$ cat config.mk
export PLATFORM = sky130hd
export DESIGN_NAME = hsl_to_rgb_converter_flat
export DESIGN_NICKNAME = d
export VERILOG_FILES = /design/src/rtl/hsl2rgb_pkg.sv /design/src/rtl/hsl2rgb_in_if.sv /design/src/rtl/hsl2rgb_out_if.sv /design/src/rtl/hsl_to_rgb_converter.sv /design/src/rtl/hsl2rgb_prep.sv /design/src/rtl/hsl2rgb_level.sv /design/src/rtl/hsl2rgb_mix.sv /design/src/rtl/hsl2rgb_quant.sv /design/src/flat_wrapper.sv
export SDC_FILE = /design/constraint.sdc
export NUM_CORES = 1
export LEC_CHECK = 0
export BUFFER_PORTS_ARGS = -buffer_cell sky130_fd_sc_hd__buf_2
export CORE_MARGIN = 3
export CORE_UTILIZATION = 65
export DETAILED_ROUTE_END_ITERATION = 10
export PLACE_DENSITY = 0.87
export SLEW_MARGIN = 0
export SYNTH_ARGS = -nofsm -noshare
export SYNTH_HDL_FRONTEND = slang
export SYNTH_HIERARCHICAL = 1
export SYNTH_SLANG_ARGS = --single-unit
$ cat constraint.sdc
create_clock -name clk -period 7.8 [get_ports clk]
set_clock_uncertainty 0.05 [all_clocks]
set_input_delay 1.17 -clock clk [delete_from_list [all_inputs] [get_ports clk]]
set_output_delay 1.17 -clock clk [all_outputs]
set_load 0.01 [all_outputs]
$ cat src/rtl/hsl2rgb_pkg.sv
package hsl2rgb_pkg;

  localparam logic [10:0] TURN      = 11'd1536;
  localparam logic [8:0]  ONE_Q8    = 9'd256;
  localparam logic [8:0]  HALF_Q8   = 9'd128;
  localparam logic [9:0]  TWO_Q8    = 10'd512;
  localparam logic [10:0] BOUND_1   = 11'd256;
  localparam logic [10:0] BOUND_2   = 11'd512;
  localparam logic [10:0] BOUND_3   = 11'd768;
  localparam logic [10:0] BOUND_4   = 11'd1024;
  localparam logic [10:0] BOUND_5   = 11'd1280;
  localparam int          VW        = 25;
  localparam logic [VW-1:0] HALF_Q24 = 25'h0800000;
  localparam logic [VW-1:0] ONE_Q24  = 25'h1000000;

  // hue sectors, named by the channel pair they span
  typedef enum logic [2:0] {
    SEC_RY,
    SEC_YG,
    SEC_GC,
    SEC_CB,
    SEC_BM,
    SEC_MR
  } sector_t;

  typedef struct packed {
    sector_t     sector;
    logic [8:0]  frac;
    logic [8:0]  light;
    logic [16:0] chroma;
  } s1_t;

  typedef struct packed {
    sector_t       sector;
    logic [VW-1:0] prod;
    logic [16:0]   lo;
    logic [16:0]   hi;
  } s2_t;

  typedef struct packed {
    logic [VW-1:0] r;
    logic [VW-1:0] g;
    logic [VW-1:0] b;
  } s3_t;

endpackage

$ cat src/rtl/hsl2rgb_in_if.sv
interface hsl2rgb_in_if;
  logic        valid;
  logic        ready;
  logic [10:0] hue;
  logic [8:0]  saturation;
  logic [8:0]  lightness;

  modport source (output valid, output hue, output saturation, output lightness, input ready);
  modport sink (input valid, input hue, input saturation, input lightness, output ready);
endinterface

$ cat src/rtl/hsl2rgb_out_if.sv
interface hsl2rgb_out_if #(
  parameter int OUT_BITS = 8
);
  logic                valid;
  logic                ready;
  logic [OUT_BITS-1:0] red;
  logic [OUT_BITS-1:0] green;
  logic [OUT_BITS-1:0] blue;

  modport source (output valid, output red, output green, output blue, input ready);
  modport sink (input valid, input red, input green, input blue, output ready);
endinterface

$ cat src/rtl/hsl_to_rgb_converter.sv
// HSL to RGB pixel converter. Hue is in sextants times 256 (1536 is one
// turn, larger codes wrap), saturation and lightness use 256 as 1.0 and
// clamp above it. Each channel comes out as floor(x * (2^OUT_BITS - 1) + 0.5).
// One pixel per clock is accepted and delivered while the output is not
// stalled. A beat passes through one register stage for each step: range
// reduction and chroma multiply, min/max levels and hue-fraction multiply,
// sector mux, and rounding into the output register. Each stage holds its
// beat on a stall and takes a new one as soon as it empties, so bubbles
// close up and no beat is lost or repeated.
module hsl_to_rgb_converter
  import hsl2rgb_pkg::*;
#(
  parameter int OUT_BITS = 8
) (
  input logic            clk,
  input logic            rst_n,
  hsl2rgb_in_if.sink     in_ch,
  hsl2rgb_out_if.source  out_ch
);

  logic s1_v;
  logic s1_rdy;
  s1_t  s1_q;
  logic s2_v;
  logic s2_rdy;
  s2_t  s2_q;
  logic s3_v;
  logic s3_rdy;
  s3_t  s3_q;

  hsl2rgb_prep u_prep (
    .clk        (clk),
    .rst_n      (rst_n),
    .in_valid   (in_ch.valid),
    .in_ready   (in_ch.ready),
    .hue        (in_ch.hue),
    .saturation (in_ch.saturation),
    .lightness  (in_ch.lightness),
    .out_valid  (s1_v),
    .out_ready  (s1_rdy),
    .out_data   (s1_q)
  );

  hsl2rgb_level u_level (
    .clk       (clk),
    .rst_n     (rst_n),
    .in_valid  (s1_v),
    .in_ready  (s1_rdy),
    .in_data   (s1_q),
    .out_valid (s2_v),
    .out_ready (s2_rdy),
    .out_data  (s2_q)
  );

  hsl2rgb_mix u_mix (
    .clk       (clk),
    .rst_n     (rst_n),
    .in_valid  (s2_v),
    .in_ready  (s2_rdy),
    .in_data   (s2_q),
    .out_valid (s3_v),
    .out_ready (s3_rdy),
    .out_data  (s3_q)
  );

  hsl2rgb_quant #(
    .OUT_BITS (OUT_BITS)
  ) u_quant (
    .clk       (clk),
    .rst_n     (rst_n),
    .in_valid  (s3_v),
    .in_ready  (s3_rdy),
    .in_data   (s3_q),
    .out_valid (out_ch.valid),
    .out_ready (out_ch.ready),
    .red       (out_ch.red),
    .green     (out_ch.green),
    .blue      (out_ch.blue)
  );

  // input only stalls when every stage holds a beat
  a_full_stall: assert property (@(posedge clk) disable iff (!rst_n)
    !in_ch.ready |-> (s1_v && s2_v && s3_v && out_ch.valid))
    else $error("input stalled with a bubble in the pipe");

  a_s1_hold: assert property (@(posedge clk) disable iff (!rst_n)
    (s1_v && !s1_rdy) |=> (s1_v && $stable(s1_q)))
    else $error("stage 1 beat changed while stalled");

  a_s2_hold: assert property (@(posedge clk) disable iff (!rst_n)
    (s2_v && !s2_rdy) |=> (s2_v && $stable(s2_q)))
    else $error("stage 2 beat changed while stalled");

  a_range: assert property (@(posedge clk) disable iff (!rst_n)
    s3_v |-> (s3_q.r <= ONE_Q24 && s3_q.g <= ONE_Q24 && s3_q.b <= ONE_Q24))
    else $error("channel level above full scale");

endmodule

$ cat src/rtl/hsl2rgb_prep.sv
module hsl2rgb_prep
  import hsl2rgb_pkg::*;
(
  input  logic        clk,
  input  logic        rst_n,
  input  logic        in_valid,
  output logic        in_ready,
  input  logic [10:0] hue,
  input  logic [8:0]  saturation,
  input  logic [8:0]  lightness,
  output logic        out_valid,
  input  logic        out_ready,
  output s1_t         out_data
);

  logic        v_r;
  s1_t         q_r;
  s1_t         q_nxt;
  logic [10:0] h;
  logic [8:0]  s;
  logic [8:0]  l;
  logic [9:0]  two_l;
  logic [9:0]  fac;
  logic [10:0] f_wide;

  always_comb begin
    h     = (hue >= TURN) ? hue - TURN : hue;
    s     = (saturation > ONE_Q8) ? ONE_Q8 : saturation;
    l     = (lightness > ONE_Q8) ? ONE_Q8 : lightness;
    two_l = {l, 1'b0};
    fac   = (l <= HALF_Q8) ? two_l : TWO_Q8 - two_l;

    if (h <= BOUND_1) begin
      q_nxt.sector = SEC_RY;
      f_wide       = h;
    end else if (h <= BOUND_2) begin
      q_nxt.sector = SEC_YG;
      f_wide       = BOUND_2 - h;
    end else if (h <= BOUND_3) begin
      q_nxt.sector = SEC_GC;
      f_wide       = h - BOUND_2;
    end else if (h <= BOUND_4) begin
      q_nxt.sector = SEC_CB;
      f_wide       = BOUND_4 - h;
    end else if (h <= BOUND_5) begin
      q_nxt.sector = SEC_BM;
      f_wide       = h - BOUND_4;
    end else begin
      q_nxt.sector = SEC_MR;
      f_wide       = TURN - h;
    end

    q_nxt.frac   = f_wide[8:0];
    q_nxt.light  = l;
    q_nxt.chroma = 17'(s) * 17'(fac[8:0]);
  end

  assign in_ready  = !v_r || out_ready;
  assign out_valid = v_r;
  assign out_data  = q_r;

  always_ff @(posedge clk) begin
    if (!rst_n) begin
      v_r <= 1'b0;
    end else if (in_ready) begin
      v_r <= in_valid;
    end
  end

  always_ff @(posedge clk) begin
    if (in_ready && in_valid) begin
      q_r <= q_nxt;
    end
  end

endmodule

$ cat src/rtl/hsl2rgb_level.sv
module hsl2rgb_level
  import hsl2rgb_pkg::*;
(
  input  logic clk,
  input  logic rst_n,
  input  logic in_valid,
  output logic in_ready,
  input  s1_t  in_data,
  output logic out_valid,
  input  logic out_ready,
  output s2_t  out_data
);

  logic        v_r;
  s2_t         q_r;
  s2_t         q_nxt;
  logic [16:0] base;

  always_comb begin
    base         = {in_data.light, 8'd0};
    q_nxt.sector = in_data.sector;
    q_nxt.prod   = VW'(in_data.frac) * VW'(in_data.chroma);
    q_nxt.lo     = base - {1'b0, in_data.chroma[16:1]};
    q_nxt.hi     = base + {1'b0, in_data.chroma[16:1]};
  end

  assign in_ready  = !v_r || out_ready;
  assign out_valid = v_r;
  assign out_data  = q_r;

  always_ff @(posedge clk) begin
    if (!rst_n) begin
      v_r <= 1'b0;
    end else if (in_ready) begin
      v_r <= in_valid;
    end
  end

  always_ff @(posedge clk) begin
    if (in_ready && in_valid) begin
      q_r <= q_nxt;
    end
  end

endmodule

$ cat src/rtl/hsl2rgb_mix.sv
module hsl2rgb_mix
  import hsl2rgb_pkg::*;
(
  input  logic clk,
  input  logic rst_n,
  input  logic in_valid,
  output logic in_ready,
  input  s2_t  in_data,
  output logic out_valid,
  input  logic out_ready,
  output s3_t  out_data
);

  logic          v_r;
  s3_t           q_r;
  s3_t           q_nxt;
  logic [VW-1:0] lo24;
  logic [VW-1:0] hi24;
  logic [VW-1:0] mid24;

  always_comb begin
    lo24  = {in_data.lo, 8'd0};
    hi24  = {in_data.hi, 8'd0};
    mid24 = in_data.prod + lo24;
    case (in_data.sector)
      SEC_RY: begin
        q_nxt.r = hi24;  q_nxt.g = mid24; q_nxt.b = lo24;
      end
      SEC_YG: begin
        q_nxt.r = mid24; q_nxt.g = hi24;  q_nxt.b = lo24;
      end
      SEC_GC: begin
        q_nxt.r = lo24;  q_nxt.g = hi24;  q_nxt.b = mid24;
      end
      SEC_CB: begin
        q_nxt.r = lo24;  q_nxt.g = mid24; q_nxt.b = hi24;
      end
      SEC_BM: begin
        q_nxt.r = mid24; q_nxt.g = lo24;  q_nxt.b = hi24;
      end
      default: begin
        q_nxt.r = hi24;  q_nxt.g = lo24;  q_nxt.b = mid24;
      end
    endcase
  end

  assign in_ready  = !v_r || out_ready;
  assign out_valid = v_r;
  assign out_data  = q_r;

  always_ff @(posedge clk) begin
    if (!rst_n) begin
      v_r <= 1'b0;
    end else if (in_ready) begin
      v_r <= in_valid;
    end
  end

  always_ff @(posedge clk) begin
    if (in_ready && in_valid) begin
      q_r <= q_nxt;
    end
  end

endmodule

$ cat src/rtl/hsl2rgb_quant.sv
module hsl2rgb_quant
  import hsl2rgb_pkg::*;
#(
  parameter int OUT_BITS = 8
) (
  input  logic                clk,
  input  logic                rst_n,
  input  logic                in_valid,
  output logic                in_ready,
  input  s3_t                 in_data,
  output logic                out_valid,
  input  logic                out_ready,
  output logic [OUT_BITS-1:0] red,
  output logic [OUT_BITS-1:0] green,
  output logic [OUT_BITS-1:0] blue
);

  localparam int QW = VW + OUT_BITS;

  logic                v_r;
  logic [OUT_BITS-1:0] red_r;
  logic [OUT_BITS-1:0] green_r;
  logic [OUT_BITS-1:0] blue_r;
  logic [QW-1:0]       r_sc;
  logic [QW-1:0]       g_sc;
  logic [QW-1:0]       b_sc;

  // v * (2^N - 1) + 0.5, then drop the 24 fraction bits
  always_comb begin
    r_sc = (QW'(in_data.r) << OUT_BITS) - QW'(in_data.r) + QW'(HALF_Q24);
    g_sc = (QW'(in_data.g) << OUT_BITS) - QW'(in_data.g) + QW'(HALF_Q24);
    b_sc = (QW'(in_data.b) << OUT_BITS) - QW'(in_data.b) + QW'(HALF_Q24);
  end

  assign in_ready  = !v_r || out_ready;
  assign out_valid = v_r;
  assign red       = red_r;
  assign green     = green_r;
  assign blue      = blue_r;

  always_ff @(posedge clk) begin
    if (!rst_n) begin
      v_r <= 1'b0;
    end else if (in_ready) begin
      v_r <= in_valid;
    end
  end

  always_ff @(posedge clk) begin
    if (in_ready && in_valid) begin
      red_r   <= r_sc[VW-1 +: OUT_BITS];
      green_r <= g_sc[VW-1 +: OUT_BITS];
      blue_r  <= b_sc[VW-1 +: OUT_BITS];
    end
  end

endmodule
$ cat src/flat_wrapper.sv
// flat-port wrapper written by rule: the top's interface ports become plain ports
module hsl_to_rgb_converter_flat import hsl2rgb_pkg::*;
#(
  parameter int OUT_BITS = 8
)
  (clk, rst_n, in_ch_valid, in_ch_hue, in_ch_saturation, in_ch_lightness, in_ch_ready, out_ch_valid, out_ch_red, out_ch_green, out_ch_blue, out_ch_ready);
  hsl2rgb_in_if in_ch_i ();
  hsl2rgb_out_if #(.OUT_BITS(OUT_BITS)) out_ch_i ();
  input logic clk;
  input logic rst_n;
  input wire logic [$bits(in_ch_i.valid)-1:0] in_ch_valid;
  input wire logic [$bits(in_ch_i.hue)-1:0] in_ch_hue;
  input wire logic [$bits(in_ch_i.saturation)-1:0] in_ch_saturation;
  input wire logic [$bits(in_ch_i.lightness)-1:0] in_ch_lightness;
  output wire logic [$bits(in_ch_i.ready)-1:0] in_ch_ready;
  output wire logic [$bits(out_ch_i.valid)-1:0] out_ch_valid;
  output wire logic [$bits(out_ch_i.red)-1:0] out_ch_red;
  output wire logic [$bits(out_ch_i.green)-1:0] out_ch_green;
  output wire logic [$bits(out_ch_i.blue)-1:0] out_ch_blue;
  input wire logic [$bits(out_ch_i.ready)-1:0] out_ch_ready;
  assign in_ch_i.valid = in_ch_valid;
  assign in_ch_i.hue = in_ch_hue;
  assign in_ch_i.saturation = in_ch_saturation;
  assign in_ch_i.lightness = in_ch_lightness;
  assign in_ch_ready = in_ch_i.ready;
  assign out_ch_valid = out_ch_i.valid;
  assign out_ch_red = out_ch_i.red;
  assign out_ch_green = out_ch_i.green;
  assign out_ch_blue = out_ch_i.blue;
  assign out_ch_i.ready = out_ch_ready;
  hsl_to_rgb_converter #(.OUT_BITS(OUT_BITS)) u_core (.clk(clk), .rst_n(rst_n), .in_ch(in_ch_i), .out_ch(out_ch_i));
endmodule
# Yosys cells after proc, flatten, opt, wreduce, memory -nomap -nowiden
# Cells that the tools add are included.
# word_totals
ff_bits	203
out_inout_bits	26
inputBits	33
elab_cells	80
# classes
n_reduce_logical	15
mul	2
eq_ne	4
addsub	16
mux	14
magnitude_cmp	9
# op_table
cell	count
$pmux 75 s5	1
$add 32x24->32 const B	3
$sub 32x25->32	3
$mux 9	8
$sub 1x9->9 const A	4
$add 25x25->25	1
$mul 9x17->25	1
$le 11x10->1 const B	2
$le 11x11->1 const B	2
$gt 9x9->1 const B	2
$sub 9x1->9 const B	2
$add 17x16->17	1
$mul 9x9->17	1
$sub 17x16->17	1
$ge 11x11->1 const B	1
$le 11x9->1 const B	1
$mux 11	1
$sub 11x11->11 const B	1
$le 9x8->1 const B	1
$eq 3x2->1 const B	2
$logic_and 1x1->1	4
$logic_not 1->1	4
$logic_or 1x1->1	4
$mux 2	2
6 further kinds	7

# Logic depth before layout (Yosys ltp)
# depth
word_depth	8
depth_mapped	26
mapped_depth_nobuf	23

# Modules after synthesis
# The synthesis kept the hierarchy.
# by_module_without_submodules
mod	n_inst	cells_per_inst	area_per_inst_um2	seq_area_each_um2
hsl2rgb_level	1	745	7480.9	1851.8
hsl2rgb_mix	1	499	4902.2	2272.2
hsl2rgb_quant	1	504	4290.4	740.7
hsl2rgb_prep	1	429	4108.9	1131.1

# Worst setup path before layout
# No wires, ideal clock.
# synth_path
path_kind	in2reg
from	in in_ch_lightness[8]
to	reg u_core.u_prep.q_r, in the netlist u_core/u_prep/out_data[15] (data pin)
setup_ns	0.281
arrival_ns	6.291
slack_ns	1.177
cell_stages	22
n_path_buf	4
required_ns	7.469
path_cell_list	buf_2 clkbuf_2 nand2b_1 clkbuf_1 ha_1 clkbuf_1 o21ai_0 nand3_1 o311ai_1 or2_1 fa_1 inv_1 fa_1 fa_1 inv_1 fa_1 inv_1 ha_1 o21ai_1 a21oi_1 o41ai_2 o311ai_1
# synth_rtl
item	line	rtl
start: declaration	flat_wrapper.sv:14	input wire logic [$bits(in_ch_i.lightness)-1:0] in_ch_lightness;
end signal: assignment	hsl2rgb_prep.sv:72	q_r <= q_nxt;
end: declaration	hsl2rgb_prep.sv:17	s1_t q_r;

==> results.ini <==
[outcome]
status=finished clean

[hold_path]
min_path_type=register to register

[critical_path]
cp_max_fo=21
crit_path_start_kind=input pin
slowest_delay_ps=570
crit_path_end_kind=register
cp_data_arrival_time_ps=6830
worstPathRequired_ps=7970
cpLargestDelayFamily=adder cells
slowest_stage=fa_1
path_buf_inv=2
cp_cell_sequence=buf_2, nand2b_1, ha_1, o21ai_0, nand3_1, o311ai_1, or2_1, fa_1, fa_1, fa_1, fa_1, inv_1, ha_1, nor2b_1, o21ai_1, a21oi_1, o41ai_2, o311ai_1
cpMostUsedCell=fa_1
path_class=input pin to register

[logic_synthesis]
synth_top_area_share_pct=28.46
synth_area_leader_cell=edfxtp_1
synth_cell_types=104
syn-cell-area_um2=20780
synth_seq_area_share_pct=28.85
synthTopCellsByCount=297 x inv_1, 237 x ha_1, 197 x edfxtp_1
yosysMostFrequentCell=inv_1
syn_area_per_cell_um2=9.546
synthArstFlopShare_pct=0
synth_seq_cells=201
syn_nets=2596
synth-edff-count=197
synthTopCellsByArea=edfxtp_1 28%, fa_1 14%, ha_1 14%
synth_warnings=6
syn_inst=2177
ys.flop_type=edfxtp_1

[sta]
setup_viol=0
drv_slew=0
post-route-min-period_ps=6653
tightest_slew_ps=1134
hold_viol_final=0
maxSlewHeadroom_pct=23.23
whs_ps=423.3
post-route-period-util_pct=85.29
fmax_ghz=0.1503
finalSetupTns_ps=0
fin_ws_ps=1148
rsz0062_at_grt=no

[placed_design]
portBuffers=58
pre_cts_ws_ps=756.2
gp_congestion=0.9638
placed_area_um2=21300
dp_hpwl_um=37520

[floorplanning]
rows=64
pin_count=59
die-area_um2=34150
core_um2=31070
initial_utilization_pct=66.89
fp.dieH_um=184.8
die_x_um=184.8

[final_layout]
seq_area_um2=5996
multi_input_area_um2=13350
fin_area_um2=22020
syn_to_final_growth_pct=5.978
drive_gt1_share_pct=6.981
final_nets=2607
fillers=2239

[clocking]
ctsHtreeMaxLevel=1
cts_tree=built
clock_latency_ps=540
clock-sinks=201
clk_pin_slew_ps=60
post-cts-setup-buffers=0
cts-resized-gates=0
cts_root_buf=clkbuf_16
hold_buffers=0
clk_path_buf_depth=3
cts_buffers=24

[route]
ant_nets=0
wl_um=48830
drt_iter0_markers=1192
first_pass_iters=8
drc_errors=0
vias=16180
vias_per_cell=6.216
drt-wirelength-per-cell_um=18.76

[pwr]
cellLeakagePower_nw=9.878
powerDensity_nw_per_um2=374.5
vdd_ir_drop_max_v=0.0006103
power.total_mw=8.249

[global_routing]
grt_max_degree=95
grt_overflow_total=0
antenna_found_initial=1
grt_pass1_wl_um=79830
grt_pass1_vias=16340
grt.total_usage_pct=28.76

[job]
max_cap_viol_count=0

[placed cells by master (no fill, tap or decap), types with 6 or more instances in the layout]
master and instances:
edfxtp_1 197, fa_1 149, or3_1 6, a211oi_1 21
nor2b_1 29, o21ai_0 79, nand3_1 27, or2_1 15
buf_2 58, a31oi_1 16, a221oi_1 12, o31ai_1 8
inv_1 297, and3_1 9, o22ai_1 16, mux2i_1 18
a22oi_1 6, clkbuf_16 24, clkinv_1 8, buf_4 7
nand2_1 169, and2_1 122, o21a_1 6, xnor2_1 73
a21boi_0 10, xor2_1 27, a21o_1 33, o21ai_1 20
ha_1 237, nand4_1 17, nor3_1 16, nor2_1 161
a21oi_1 114, nand2b_1 25, o211ai_1 15, nor4_1 6
o21bai_1 12
[final timing paths]
path | slack, ps | start | cells after the start | end
max reg2reg | 2570 | u_core/u_prep/out_data[4] | 15 | u_core/u_level/out_data[57]
min reg2reg | 420 | u_core/u_level/out_valid | 2 | u_core/u_mix/out_valid
min | 420 | u_core/u_level/out_valid | 2 | u_core/u_mix/out_valid
max | 1150 | in_ch_lightness[8] | 18 | u_core/u_prep/out_data[15]
[flip-flops by register name (all words and copies together) (netlist names)]
name,flops
u_core/u_level/out_data,61
u_core/u_prep/out_valid,1
u_core/u_level/out_valid,1
u_core/u_quant/green,8
u_core/u_mix/out_valid,1
u_core/u_quant/blue,8
u_core/u_mix/out_data,75
u_core/u_quant/out_valid,1
u_core/u_prep/out_data,37
u_core/u_quant/red,8
[stage by stage]
stage               instances  util, %
detailed placement       2558    68.56
finish                   2603    70.89
global placement         2558    68.56
floorplan                2177        -
CTS                      2602    70.88
global route             2602    70.88
[area by class of cell]
cell class,instances,share of cell area (%)
antenna,1,0.01136
tap,396,2.250
sequential,201,27.22
inverter,299,5.096
timing repair buffer,65,1.557
multi-input combinational,1597,60.60
clock buffer,29,2.857
clock inverter,15,0.4090
[kinds of logic after synthesis]
logic type / synth area share, %
compound gates: 14.50
fa+ha+maj: 28.62
simple gates: 15.71
flops: 28.85
buf+inv: 6.984
mux: 0.9753
xor+xnor: 4.335
other cells: 0.01804
[worst reg2reg max path: stages (launching register included)]
cell and delay [ps]:
edfxtp_1 800, nand2_1 190, fa_1 560, inv_1 50, fa_1 470, fa_1 560, inv_1 60, fa_1 530
inv_1 40, ha_1 370, a21oi_4 220, a21oi_1 100, a21bo_1 240, o31ai_1 420, o31ai_1 160, xor2_1 170
[metal layers]
layer  vias up  global-route usage, %  routed length, um  share of wire [%]
met5         -                      0                  0                  0
met4         0                  11.79               2121                4.3
met3       168                  3.535               2994                6.1
met2       702                  51.42              24470                 50
met1      7795                  35.40              19250                 39
li1       7514                      -                  -                  -
[where the power goes]
group          internal, mW  switching (mW)
Clock                 0.576           0.449
Sequential             1.61           0.194
Combinational          2.23            3.19
Note: power is estimated with default switching activity, not from simulation.
